[src/hdl/breakpoint_axis_locator_assert.svh]
// ----------------------------------------------------------------------------
// Breakpoint axis locator assertion macros
// Shared concurrent assertion wrappers, compiled out with NO_ASSERTIONS.
// ----------------------------------------------------------------------------
`ifndef BREAKPOINT_AXIS_LOCATOR_ASSERT_SVH
`define BREAKPOINT_AXIS_LOCATOR_ASSERT_SVH

`ifndef NO_ASSERTIONS
// Same-cycle implication, sampled on i_clk, off during reset
`define BAL_ASSERT_NOW(lbl, ante, cons, msg) \
    lbl: assert property (@(posedge i_clk) disable iff (!i_rst_n) (ante) |-> (cons)) \
        else $error(msg);
// Next-cycle implication, sampled on i_clk, off during reset
`define BAL_ASSERT_NEXT(lbl, ante, cons, msg) \
    lbl: assert property (@(posedge i_clk) disable iff (!i_rst_n) (ante) |=> (cons)) \
        else $error(msg);
`else
`define BAL_ASSERT_NOW(lbl, ante, cons, msg)
`define BAL_ASSERT_NEXT(lbl, ante, cons, msg)
`endif

`endif

[src/hdl/bal_pkg.sv]
// ----------------------------------------------------------------------------
// Breakpoint axis locator package
// Request and result types, opcodes, sequencer states and defaults.
// ----------------------------------------------------------------------------
package bal_pkg;

    // Default axis depth
    localparam int MAX_POINTS_DEF = 16;

    // Configuration register
    localparam int             CFG_W     = 5;
    localparam logic [CFG_W-1:0] CFG_RESET = 5'd16;

    // Request opcodes
    localparam logic OP_WRITE  = 1'b0;
    localparam logic OP_LOCATE = 1'b1;

    // Width of the shared subtractor (one guard bit for the divider)
    localparam int ALU_W = 17;

    typedef struct packed {
        logic        opcode;
        logic [3:0]  point_index;
        logic [15:0] sample_value;
    } t_in_item;

    typedef struct packed {
        logic [3:0]  nearest_index;
        logic [15:0] span_fraction;
        logic        fraction_saturated;
        logic        degenerate_span;
    } t_out_item;

    // Sequencer status toward the top level
    typedef struct packed {
        logic busy;
        logic done;
    } t_seq_stat;

    typedef enum logic [3:0] {
        ST_IDLE,
        ST_PROBE,
        ST_TEST,
        ST_FETCH,
        ST_SPAN,
        ST_DIST_K,
        ST_DIST_N,
        ST_PICK,
        ST_RANGE,
        ST_DIVIDE,
        ST_EMIT
    } t_bal_state;

endpackage

[src/hdl/bal_ram.sv]
// ----------------------------------------------------------------------------
// Generic RAM
// One write port, one read port with registered read data.
// ----------------------------------------------------------------------------
module bal_ram #(
    parameter int WIDTH = 16,
    parameter int DEPTH = 16
) (
    input  logic                     i_clk,
    input  logic                     i_we,
    input  logic [$clog2(DEPTH)-1:0] i_waddr,
    input  logic [WIDTH-1:0]         i_wdata,
    input  logic [$clog2(DEPTH)-1:0] i_raddr,
    output logic [WIDTH-1:0]         o_rdata
);

    logic [WIDTH-1:0] r_mem [DEPTH];
    logic [WIDTH-1:0] r_rdata;

    // Write and registered read
    always_ff @(posedge i_clk) begin
        if (i_we) begin
            r_mem[i_waddr] <= i_wdata;
        end
        r_rdata <= r_mem[i_raddr];
    end

    assign o_rdata = r_rdata;

endmodule

[src/hdl/bal_sub_unit.sv]
// ----------------------------------------------------------------------------
// Breakpoint axis locator shared subtractor
// Difference, borrow and magnitude of two unsigned operands.
// ----------------------------------------------------------------------------
module bal_sub_unit (
    input  logic [bal_pkg::ALU_W-1:0] i_x,
    input  logic [bal_pkg::ALU_W-1:0] i_y,
    output logic [bal_pkg::ALU_W-1:0] o_diff,
    output logic                      o_borrow,
    output logic [15:0]               o_mag
);
    import bal_pkg::*;

    logic [ALU_W:0]   w_wide;
    logic [ALU_W-1:0] w_neg;

    // Subtract with one extra bit for the borrow
    assign w_wide   = {1'b0, i_x} - {1'b0, i_y};
    assign o_diff   = w_wide[ALU_W-1:0];
    assign o_borrow = w_wide[ALU_W];

    // Negate the difference when it went below zero
    assign w_neg = (~w_wide[ALU_W-1:0]) + ALU_W'(1);
    assign o_mag = o_borrow ? w_neg[15:0] : w_wide[15:0];

endmodule

[src/hdl/bal_seq.sv]
// ----------------------------------------------------------------------------
// Breakpoint axis locator sequencer
// Binary search, neighbor choice and restoring division on one subtractor.
// ----------------------------------------------------------------------------
`include "breakpoint_axis_locator_assert.svh"

module bal_seq #(
    parameter int MAX_POINTS = bal_pkg::MAX_POINTS_DEF
) (
    input  logic                          i_clk,
    input  logic                          i_rst_n,
    input  logic                          i_start,
    input  bal_pkg::t_in_item             i_item,
    input  logic [bal_pkg::CFG_W-1:0]     i_points,
    input  logic                          i_out_free,
    output bal_pkg::t_seq_stat            o_stat,
    output bal_pkg::t_out_item            o_result,
    output logic                          o_ram_we,
    output logic [$clog2(MAX_POINTS)-1:0] o_ram_waddr,
    output logic [15:0]                   o_ram_wdata,
    output logic [$clog2(MAX_POINTS)-1:0] o_ram_raddr,
    input  logic [15:0]                   i_ram_rdata
);
    import bal_pkg::*;

    localparam int IW = $clog2(MAX_POINTS);
    localparam int CW = IW + 1;

    // Zero-extend or truncate an index to the 4-bit result field
    function automatic logic [3:0] to_nib(input logic [CW-1:0] v);
        logic [CW+3:0] t;
        t = {4'b0, v};
        return t[3:0];
    endfunction

    t_bal_state      r_state, n_state;
    logic [15:0]     r_val, n_val;
    logic [CW-1:0]   r_n, n_n;
    logic [CW-1:0]   r_a, n_a;
    logic [CW-1:0]   r_b, n_b;
    logic [IW-1:0]   r_k, n_k;
    logic [15:0]     r_pk, n_pk;
    logic [15:0]     r_po, n_po;
    logic [15:0]     r_span, n_span;
    logic [15:0]     r_d1, n_d1;
    logic [15:0]     r_d2, n_d2;
    logic [ALU_W-1:0] r_rem, n_rem;
    logic [15:0]     r_quo, n_quo;
    logic [3:0]      r_cnt, n_cnt;
    logic            r_has_next, n_has_next;
    t_out_item       r_res, n_res;

    logic [ALU_W-1:0] w_x, w_y, w_diff;
    logic             w_borrow;
    logic [15:0]      w_mag;
    logic [CW-1:0]    w_mid;
    logic [CW-1:0]    w_kx;
    logic [CW-1:0]    w_na, w_nb;
    logic             w_eq, w_gt, w_stop;
    logic             w_has_next;
    logic             w_pick_next;
    logic [7:0]       w_cfg8;
    logic [CW-1:0]    w_n_clamp;
    logic [IW+3:0]    w_slot;
    logic [ALU_W-1:0] w_shift;
    logic             w_last;

    // Shared subtractor
    bal_sub_unit u_sub (
        .i_x      (w_x),
        .i_y      (w_y),
        .o_diff   (w_diff),
        .o_borrow (w_borrow),
        .o_mag    (w_mag)
    );

    // Search and datapath helpers
    assign w_mid      = r_a + ((r_b - r_a) >> 1);
    assign w_kx       = {1'b0, r_k};
    assign w_eq       = (w_diff == '0);
    assign w_gt       = !w_borrow && !w_eq;
    assign w_na       = w_gt ? (w_kx + CW'(1)) : r_a;
    assign w_nb       = (!w_gt && !w_eq) ? w_kx : r_b;
    assign w_stop     = w_eq || !(w_na < w_nb);
    assign w_has_next = (w_kx + CW'(1)) < r_n;
    assign w_pick_next = r_has_next && (r_span != '0) && w_borrow;
    assign w_shift    = {r_rem[ALU_W-2:0], 1'b0};
    assign w_last     = (r_cnt == 4'd15);

    // Clamp the point count to the searchable range
    assign w_cfg8 = {3'b0, i_points};
    always_comb begin
        if (w_cfg8 < 8'd2) begin
            w_n_clamp = CW'(2);
        end else if (w_cfg8 > 8'(MAX_POINTS)) begin
            w_n_clamp = CW'(MAX_POINTS);
        end else begin
            w_n_clamp = w_cfg8[CW-1:0];
        end
    end

    // Write slot decode
    assign w_slot      = {{IW{1'b0}}, i_item.point_index};
    assign o_ram_we    = i_start && (i_item.opcode == OP_WRITE)
                         && (w_slot < (IW+4)'(MAX_POINTS));
    assign o_ram_waddr = w_slot[IW-1:0];
    assign o_ram_wdata = i_item.sample_value;

    // Next state
    always_comb begin
        n_state = r_state;
        unique case (r_state)
            ST_IDLE: begin
                if (i_start) begin
                    n_state = (i_item.opcode == OP_WRITE) ? ST_EMIT : ST_PROBE;
                end
            end
            ST_PROBE:  n_state = ST_TEST;
            ST_TEST:   n_state = w_stop ? ST_FETCH : ST_PROBE;
            ST_FETCH:  n_state = ST_SPAN;
            ST_SPAN:   n_state = ST_DIST_K;
            ST_DIST_K: n_state = r_has_next ? ST_DIST_N : ST_PICK;
            ST_DIST_N: n_state = ST_PICK;
            ST_PICK:   n_state = (r_span == '0) ? ST_EMIT : ST_RANGE;
            ST_RANGE:  n_state = w_borrow ? ST_DIVIDE : ST_EMIT;
            ST_DIVIDE: n_state = w_last ? ST_EMIT : ST_DIVIDE;
            ST_EMIT:   n_state = i_out_free ? ST_IDLE : ST_EMIT;
            default:   n_state = ST_IDLE;
        endcase
    end

    // Operand select and read address
    always_comb begin
        w_x         = '0;
        w_y         = '0;
        o_ram_raddr = r_k;
        unique case (r_state)
            ST_PROBE: begin
                o_ram_raddr = w_mid[IW-1:0];
            end
            ST_TEST: begin
                w_x = {1'b0, r_val};
                w_y = {1'b0, i_ram_rdata};
            end
            ST_FETCH: begin
                o_ram_raddr = w_has_next ? (r_k + IW'(1)) : (r_k - IW'(1));
            end
            ST_SPAN: begin
                w_x = {1'b0, r_pk};
                w_y = {1'b0, i_ram_rdata};
            end
            ST_DIST_K: begin
                w_x = {1'b0, r_pk};
                w_y = {1'b0, r_val};
            end
            ST_DIST_N: begin
                w_x = {1'b0, r_po};
                w_y = {1'b0, r_val};
            end
            ST_PICK: begin
                w_x = {1'b0, r_d2};
                w_y = {1'b0, r_d1};
            end
            ST_RANGE: begin
                w_x = r_rem;
                w_y = {1'b0, r_span};
            end
            ST_DIVIDE: begin
                w_x = w_shift;
                w_y = {1'b0, r_span};
            end
            default: begin
                w_x = '0;
            end
        endcase
    end

    // Datapath register updates
    always_comb begin
        n_val      = r_val;
        n_n        = r_n;
        n_a        = r_a;
        n_b        = r_b;
        n_k        = r_k;
        n_pk       = r_pk;
        n_po       = r_po;
        n_span     = r_span;
        n_d1       = r_d1;
        n_d2       = r_d2;
        n_rem      = r_rem;
        n_quo      = r_quo;
        n_cnt      = r_cnt;
        n_has_next = r_has_next;
        n_res      = r_res;
        case (r_state)
            ST_IDLE: begin
                if (i_start) begin
                    n_val = i_item.sample_value;
                    n_n   = w_n_clamp;
                    n_a   = '0;
                    n_b   = w_n_clamp;
                    n_res = '0;
                end
            end
            ST_PROBE: begin
                n_k = w_mid[IW-1:0];
            end
            ST_TEST: begin
                n_pk = i_ram_rdata;
                n_a  = w_na;
                n_b  = w_nb;
            end
            ST_FETCH: begin
                n_has_next = w_has_next;
            end
            ST_SPAN: begin
                n_po   = i_ram_rdata;
                n_span = w_mag;
            end
            ST_DIST_K: begin
                n_d1 = w_mag;
            end
            ST_DIST_N: begin
                n_d2 = w_mag;
            end
            ST_PICK: begin
                n_res.nearest_index   = w_pick_next ? to_nib(w_kx + CW'(1)) : to_nib(w_kx);
                n_res.degenerate_span = (r_span == '0);
                n_rem                 = {1'b0, (w_pick_next ? r_d2 : r_d1)};
            end
            ST_RANGE: begin
                // Distance reached the span: saturate
                if (!w_borrow) begin
                    n_res.span_fraction      = 16'hFFFF;
                    n_res.fraction_saturated = 1'b1;
                end
                n_cnt = '0;
                n_quo = '0;
            end
            ST_DIVIDE: begin
                n_rem = w_borrow ? w_shift : w_diff;
                n_quo = {r_quo[14:0], !w_borrow};
                n_cnt = r_cnt + 4'd1;
                if (w_last) begin
                    n_res.span_fraction = {r_quo[14:0], !w_borrow};
                end
            end
            default: begin
                n_res = r_res;
            end
        endcase
    end

    // Control registers
    always_ff @(posedge i_clk) begin
        if (!i_rst_n) begin
            r_state <= ST_IDLE;
        end else begin
            r_state <= n_state;
        end
    end

    // Payload registers
    always_ff @(posedge i_clk) begin
        r_val      <= n_val;
        r_n        <= n_n;
        r_a        <= n_a;
        r_b        <= n_b;
        r_k        <= n_k;
        r_pk       <= n_pk;
        r_po       <= n_po;
        r_span     <= n_span;
        r_d1       <= n_d1;
        r_d2       <= n_d2;
        r_rem      <= n_rem;
        r_quo      <= n_quo;
        r_cnt      <= n_cnt;
        r_has_next <= n_has_next;
        r_res      <= n_res;
    end

    // Status and result
    assign o_stat.busy = (r_state != ST_IDLE);
    assign o_stat.done = (r_state == ST_EMIT) && i_out_free;
    assign o_result    = r_res;

    `BAL_ASSERT_NOW(a_probe_window, r_state == ST_PROBE, r_a < r_b, "probe with empty window")
    `BAL_ASSERT_NOW(a_k_in_range, r_state == ST_FETCH, w_kx < r_n, "probe index past points")
    `BAL_ASSERT_NEXT(a_probe_then_test, r_state == ST_PROBE, r_state == ST_TEST, "probe not followed by test")

endmodule

[src/hdl/breakpoint_axis_locator.sv]
// ----------------------------------------------------------------------------
// Breakpoint axis locator
// Loads an axis of breakpoints and locates values on it by binary search.
// ----------------------------------------------------------------------------
// Write request: ST_EMIT hands a registered result out; the next accept waits for the return to idle.
// Locate request: p probes (at most 5 for 16 points), then span, distances, pick and range check,
// then the 16-step divide; flat and saturated spans skip the 16-step divide.
// One subtractor is shared by search compares, distances and the restoring divide.
// Reset (i_rst_n low, synchronous) clears control and sets points_in_use to 16;
// the axis RAM is not cleared.
`include "breakpoint_axis_locator_assert.svh"

module breakpoint_axis_locator #(
    parameter int MAX_POINTS = bal_pkg::MAX_POINTS_DEF
) (
    input  logic                      i_clk,
    input  logic                      i_rst_n,
    input  logic                      i_in_valid,
    output logic                      o_in_stall,
    input  bal_pkg::t_in_item         i_in_data,
    output logic                      o_out_valid,
    input  logic                      i_out_stall,
    output bal_pkg::t_out_item        o_out_data,
    input  logic                      i_cfg_valid,
    output logic                      o_cfg_ready,
    input  logic [bal_pkg::CFG_W-1:0] i_cfg_data
);
    import bal_pkg::*;

    localparam int IW = $clog2(MAX_POINTS);

    logic [CFG_W-1:0] r_points;
    logic             r_out_valid;
    t_out_item        r_out_data;

    logic             w_in_accept;
    logic             w_out_free;
    t_seq_stat        w_stat;
    t_out_item        w_result;
    logic             w_ram_we;
    logic [IW-1:0]    w_ram_waddr;
    logic [15:0]      w_ram_wdata;
    logic [IW-1:0]    w_ram_raddr;
    logic [15:0]      w_ram_rdata;

    // Request handshake
    assign o_in_stall  = w_stat.busy;
    assign w_in_accept = i_in_valid && !w_stat.busy;
    assign w_out_free  = !r_out_valid || !i_out_stall;
    assign o_cfg_ready = 1'b1;

    // Point count register
    always_ff @(posedge i_clk) begin
        if (!i_rst_n) begin
            r_points <= CFG_RESET;
        end else if (i_cfg_valid && o_cfg_ready) begin
            r_points <= i_cfg_data;
        end
    end

    // Hold the result until taken
    always_ff @(posedge i_clk) begin
        if (!i_rst_n) begin
            r_out_valid <= 1'b0;
        end else if (w_stat.done) begin
            r_out_valid <= 1'b1;
        end else if (!i_out_stall) begin
            r_out_valid <= 1'b0;
        end
    end

    always_ff @(posedge i_clk) begin
        if (w_stat.done) begin
            r_out_data <= w_result;
        end
    end

    assign o_out_valid = r_out_valid;
    assign o_out_data  = r_out_data;

    // Axis storage
    bal_ram #(
        .WIDTH (16),
        .DEPTH (MAX_POINTS)
    ) u_ram (
        .i_clk   (i_clk),
        .i_we    (w_ram_we),
        .i_waddr (w_ram_waddr),
        .i_wdata (w_ram_wdata),
        .i_raddr (w_ram_raddr),
        .o_rdata (w_ram_rdata)
    );

    // Search and fraction sequencer
    bal_seq #(
        .MAX_POINTS (MAX_POINTS)
    ) u_seq (
        .i_clk       (i_clk),
        .i_rst_n     (i_rst_n),
        .i_start     (w_in_accept),
        .i_item      (i_in_data),
        .i_points    (r_points),
        .i_out_free  (w_out_free),
        .o_stat      (w_stat),
        .o_result    (w_result),
        .o_ram_we    (w_ram_we),
        .o_ram_waddr (w_ram_waddr),
        .o_ram_wdata (w_ram_wdata),
        .o_ram_raddr (w_ram_raddr),
        .i_ram_rdata (w_ram_rdata)
    );

    `BAL_ASSERT_NEXT(a_busy_after_accept, w_in_accept, o_in_stall, "sequencer idle after accept")
    `BAL_ASSERT_NEXT(a_valid_after_done, w_stat.done, o_out_valid, "result lost after done")

endmodule

[config.mk]
export PLATFORM = sky130hd
export DESIGN_NAME = breakpoint_axis_locator
export DESIGN_NICKNAME = d
export VERILOG_FILES = /design/src/hdl/bal_pkg.sv /design/src/hdl/bal_ram.sv /design/src/hdl/bal_sub_unit.sv /design/src/hdl/bal_seq.sv /design/src/hdl/breakpoint_axis_locator.sv
export VERILOG_INCLUDE_DIRS = /design/src /design/src/hdl
export SDC_FILE = /design/constraint.sdc
export NUM_CORES = 1
export LEC_CHECK = 0
export ABC_AREA = 1
export BUFFER_PORTS_ARGS = -buffer_cell sky130_fd_sc_hd__buf_4
export CORE_MARGIN = 5
export CORE_UTILIZATION = 45
export CTS_CLUSTER_SIZE = 30
export DETAILED_ROUTE_END_ITERATION = 7
export PLACE_DENSITY = 0.59
export SETUP_SLACK_MARGIN = 0.4
export SYNTH_ARGS = -nofsm -noshare
export SYNTH_HDL_FRONTEND = slang
export SYNTH_SLANG_ARGS = --single-unit
[constraint.sdc]
create_clock -name i_clk -period 5.42 [get_ports i_clk]
set_clock_uncertainty 0.1 [all_clocks]
set_input_delay 0 -clock i_clk [delete_from_list [all_inputs] [get_ports i_clk]]
set_output_delay 0 -clock i_clk [all_outputs]
set_load 0.03 [all_outputs]
==> impl_metrics.json <==
{
  "synth_seq_cells": 478,
  "io_buffers": 54,
  "grt_usage_pct": 20.0,
  "drt_iter0_drc": 1174,
  "drcViolationCount": 0,
  "clk_latency_ns": 0.60,
  "root_buffer": "clkbuf_16",
  "drive_gt1_share_pct": 11.9,
  "ys_types": 55,
  "fin_nets": 2037,
  "crit_type": "flip-flop to flip-flop",
  "end_kind": "flip-flop",
  "grt_max_degree": 75,
  "netlist_area_sq_um": 21100,
  "worst_path_most_repeated_cell": "inv_1",
  "grt.met1_usage_pct": 27.6,
  "wl_mm": 51.1,
  "critPathLaunchType": "flip-flop",
  "die_y_microns": 227,
  "synthArstFlopShare_pct": 0,
  "grt_pass1_wl_mm": 80.1,
  "core_sq_um": 46500,
  "regToRegSetupSlack_ns": 0.76,
  "tns_ns": 0,
  "arrival_ns": 5.03,
  "yosysSeqAreaShare_pct": 66.7,
  "viasPerCell": 5.40,
  "wire_per_inst_microns": 19.6,
  "syn_inst": 1855,
  "final_cells": 2614,
  "hold_slack_ns": 0.119,
  "hold_viol_final": 0,
  "die_w_microns": 227,
  "row_count": 79,
  "h-tree-depth": 2,
  "cts_tree": "yes",
  "synth_edf_count": 452,
  "hold_class": "input port to flip-flop",
  "clk_pin_slew_ns": 0.06,
  "syn_avg_cell_area_sq_um": 11.4,
  "critPathMaxStageDelay_ns": 0.47,
  "final_max_slew_viol_count": 0,
  "grt_overflow_total": 0,
  "start_util_pct": 45.5,
  "worst_pin_slew_ns": 1.19,
  "max-slew-margin-rel_pct": 20.6,
  "clock_sinks": 478,
  "max_cap_violations": 0,
  "antenna_found_initial": 0,
  "period_share_pct": 86.0,
  "yosys_warnings": 0,
  "reg2reg_from": "u_seq.r_state[0]$_SDFFE_PN0N_",
  "die_area_sq_um": 51400,
  "yosys_most_used_dff": "edfxtp_1",
  "syn-num-nets": 1925,
  "post-dp-hpwl_mm": 34.0,
  "insertedDiodeCount": 0,
  "run_status": "complete, no violations",
  "grt_pass1_vias": 14000,
  "cp_max_fo": 9,
  "cp_data_required_time_ns": 5.78,
  "syn_to_final_growth_pct": 15.9,
  "rsz0062_at_grt": "false",
  "first_pass_iters": 5,
  "io_pins": 56,
  "crit_end": "u_seq.r_state[1]$_SDFFE_PN0N_",
  "utilization_pct": 52.7,
  "gr-usage-met2_pct": 32.7,
  "place_congestion": 0.970,
  "post-route-min-period_ns": 4.66,
  "place_inst": 2479,
  "r2r_end": "u_seq.r_state[1]$_SDFFE_PN0N_",
  "setup_violations": 0,
  "slowest_stage": "fa_1",
  "crit_start": "u_seq.r_state[0]$_SDFFE_PN0N_",
  "via_count": 14100,
  "clock_path_buffers": 3,
  "postRouteAntennaNets": 0,
  "clock.fmax_mhz": 214,
  "grt_use_met3_pct": 3.57,
  "busiest_layer": "met2",
  "reg2regPathDepth": 29,
  "cts_made_buffers": 50
}
==> timing repair <==
action	CTS	global route
pin swaps	0	0
endpoints found under the setup margin	1	4
setup buffers	0	0
hold buffers	43	0
endpoints found under the hold margin	391	0
resized for setup	1	25
gates cloned	0	0
==> placed cells by master, fill, tap and decap left out, types with 7 or more instances in the layout <==
| cell | count |
|---|---|
| o2111ai_1 | 8 |
| xor2_1 | 22 |
| clkbuf_16 | 50 |
| ha_1 | 35 |
| a21oi_1 | 44 |
| inv_2 | 11 |
| mux2_2 | 16 |
| nor2_1 | 276 |
| dfxtp_1 | 23 |
| nor3_1 | 10 |
| nand2_1 | 245 |
| o21ai_0 | 133 |
| clkbuf_1 | 17 |
| o21ai_1 | 58 |
| a221oi_1 | 28 |
| o32ai_1 | 64 |
| nor2_2 | 10 |
| buf_4 | 93 |
| nand3_1 | 38 |
| dlygate4sd3_1 | 43 |
| o22ai_1 | 26 |
| edfxtp_1 | 452 |
| nand2_2 | 10 |
| clkinv_1 | 8 |
| nand4_1 | 7 |
| inv_1 | 204 |
==> layer usage <==
| metal | up-vias | wire (microns) | part of all wire (%) |
|---|---|---|---|
| met4 | 0 | 1230 | 2.4 |
| met3 | 83 | 2850 | 5.6 |
| met2 | 412 | 24400 | 48 |
| met5 | - | 0 | 0 |
| li1 | 6772 | - | - |
| met1 | 6837 | 22700 | 44 |
==> synthesized netlist by cell type, types with 2 or more instances <==
| master | count | area [sq um] |
|---|---|---|
| edfxtp_1 | 452 | 13600 |
| nor2_1 | 282 | 1060 |
| nand2_1 | 248 | 931 |
| inv_1 | 207 | 777 |
| o21ai_0 | 133 | 666 |
| o32ai_1 | 64 | 561 |
| o21ai_1 | 58 | 290 |
| a21oi_1 | 45 | 225 |
| nand3_1 | 38 | 190 |
| clkbuf_1 | 36 | 135 |
| ha_1 | 35 | 438 |
| a221oi_1 | 30 | 263 |
| buf_2 | 27 | 135 |
| dfxtp_1 | 26 | 521 |
| o22ai_1 | 26 | 163 |
| xor2_1 | 22 | 193 |
| mux2_2 | 16 | 180 |
| nor3_1 | 10 | 50.1 |
| buf_4 | 9 | 67.6 |
| buf_1 | 8 | 30.0 |
| o2111ai_1 | 8 | 70.1 |
| inv_2 | 7 | 26.3 |
| nand2_2 | 7 | 43.8 |
| nand4_1 | 7 | 43.8 |
| nand3b_1 | 6 | 45.0 |
| nor2_2 | 6 | 37.5 |
| clkinv_1 | 4 | 15.0 |
| fa_1 | 4 | 80.1 |
| xnor2_1 | 4 | 35.0 |
| buf_6 | 3 | 33.8 |
| a21o_1 | 2 | 15.0 |
| a21oi_2 | 2 | 17.5 |
==> critical path: cells and delay by family (launching register included) <==
kind / cells / cell delay [ns]
buffers and inverters: 7 / 0.63
AOI/OAI and AO/OA: 5 / 0.80
and+or+nand+nor: 13 / 1.46
adders and majority gates: 4 / 1.12
DFF: 1 / 0.40
==> through the flow <==
stage          area, sq um  setup WS, ns
3_5_place_dp         22300         0.231
4_1_cts              24400         0.440
3_3_place_gp         22300         0.322
2_1_floorplan        21100         0.617
5_1_grt              24500         0.411
6_report             24500         0.756
==> cell families after synthesis <==
kind of cell               count (synthesis)  share of synthesized area [%]
adders and majority gates                 39                           2.45
xor gates and xnor gates                  27                           1.16
DFF                                      478                           66.7
and+or+nand+nor                          612                           11.7
AOI/OAI and AO/OA                        380                           11.3
other                                      1                         0.0178
buffers and inverters                    302                           5.80
muxes                                     16                          0.853
==> final cells by class <==
type                            instances  area [sq um]
Timing Repair Buffer                  144          1250
Clock buffer                           69          1340
Tap cell                              607           759
Multi-Input combinational cell       1075          5890
Inverter                              218           822
Clock inverter                         23           308
Fill cell                            3982         22000
Sequential cell                       478         14100
==> flip-flops by register name, summed over array words and instances (netlist names), 4 cells and up <==
name / cells
u_seq.r_n: 5
u_seq.r_state: 4
u_seq.r_po: 16
u_seq.r_cnt: 4
u_seq.r_d2: 16
u_ram.o_rdata: 16
u_seq.r_pk: 16
u_seq.r_d1: 16
u_seq.r_rem: 17
u_seq.o_result: 22
u_seq.r_k: 4
u_seq.r_val: 16
o_out_data: 22
r_points: 5
u_ram.r_mem: 256
u_seq.r_a: 5
u_seq.r_b: 5
u_seq.r_span: 16
u_seq.r_quo: 15
==> how the worst min path moves through the flow <==
stage                        from  cells after the start  slack [ns]                           to
floorplan            i_in_data[0]                      0      -0.001  u_ram.r_mem[0][0]$_DFFE_PP_
global placement    i_cfg_data[4]                      3        0.12     r_points[4]$_SDFFE_PN1P_
detailed placement  i_cfg_data[4]                      3        0.13     r_points[4]$_SDFFE_PN1P_
CTS                   i_cfg_valid                      3        0.05     r_points[4]$_SDFFE_PN1P_
global route          i_cfg_valid                      3        0.09     r_points[4]$_SDFFE_PN1P_
finish                i_cfg_valid                      3        0.12     r_points[4]$_SDFFE_PN1P_
Power is left out: the tool's default activity adds up to more than one toggle a clock period on the data nets, which glitch-free logic cannot reach.
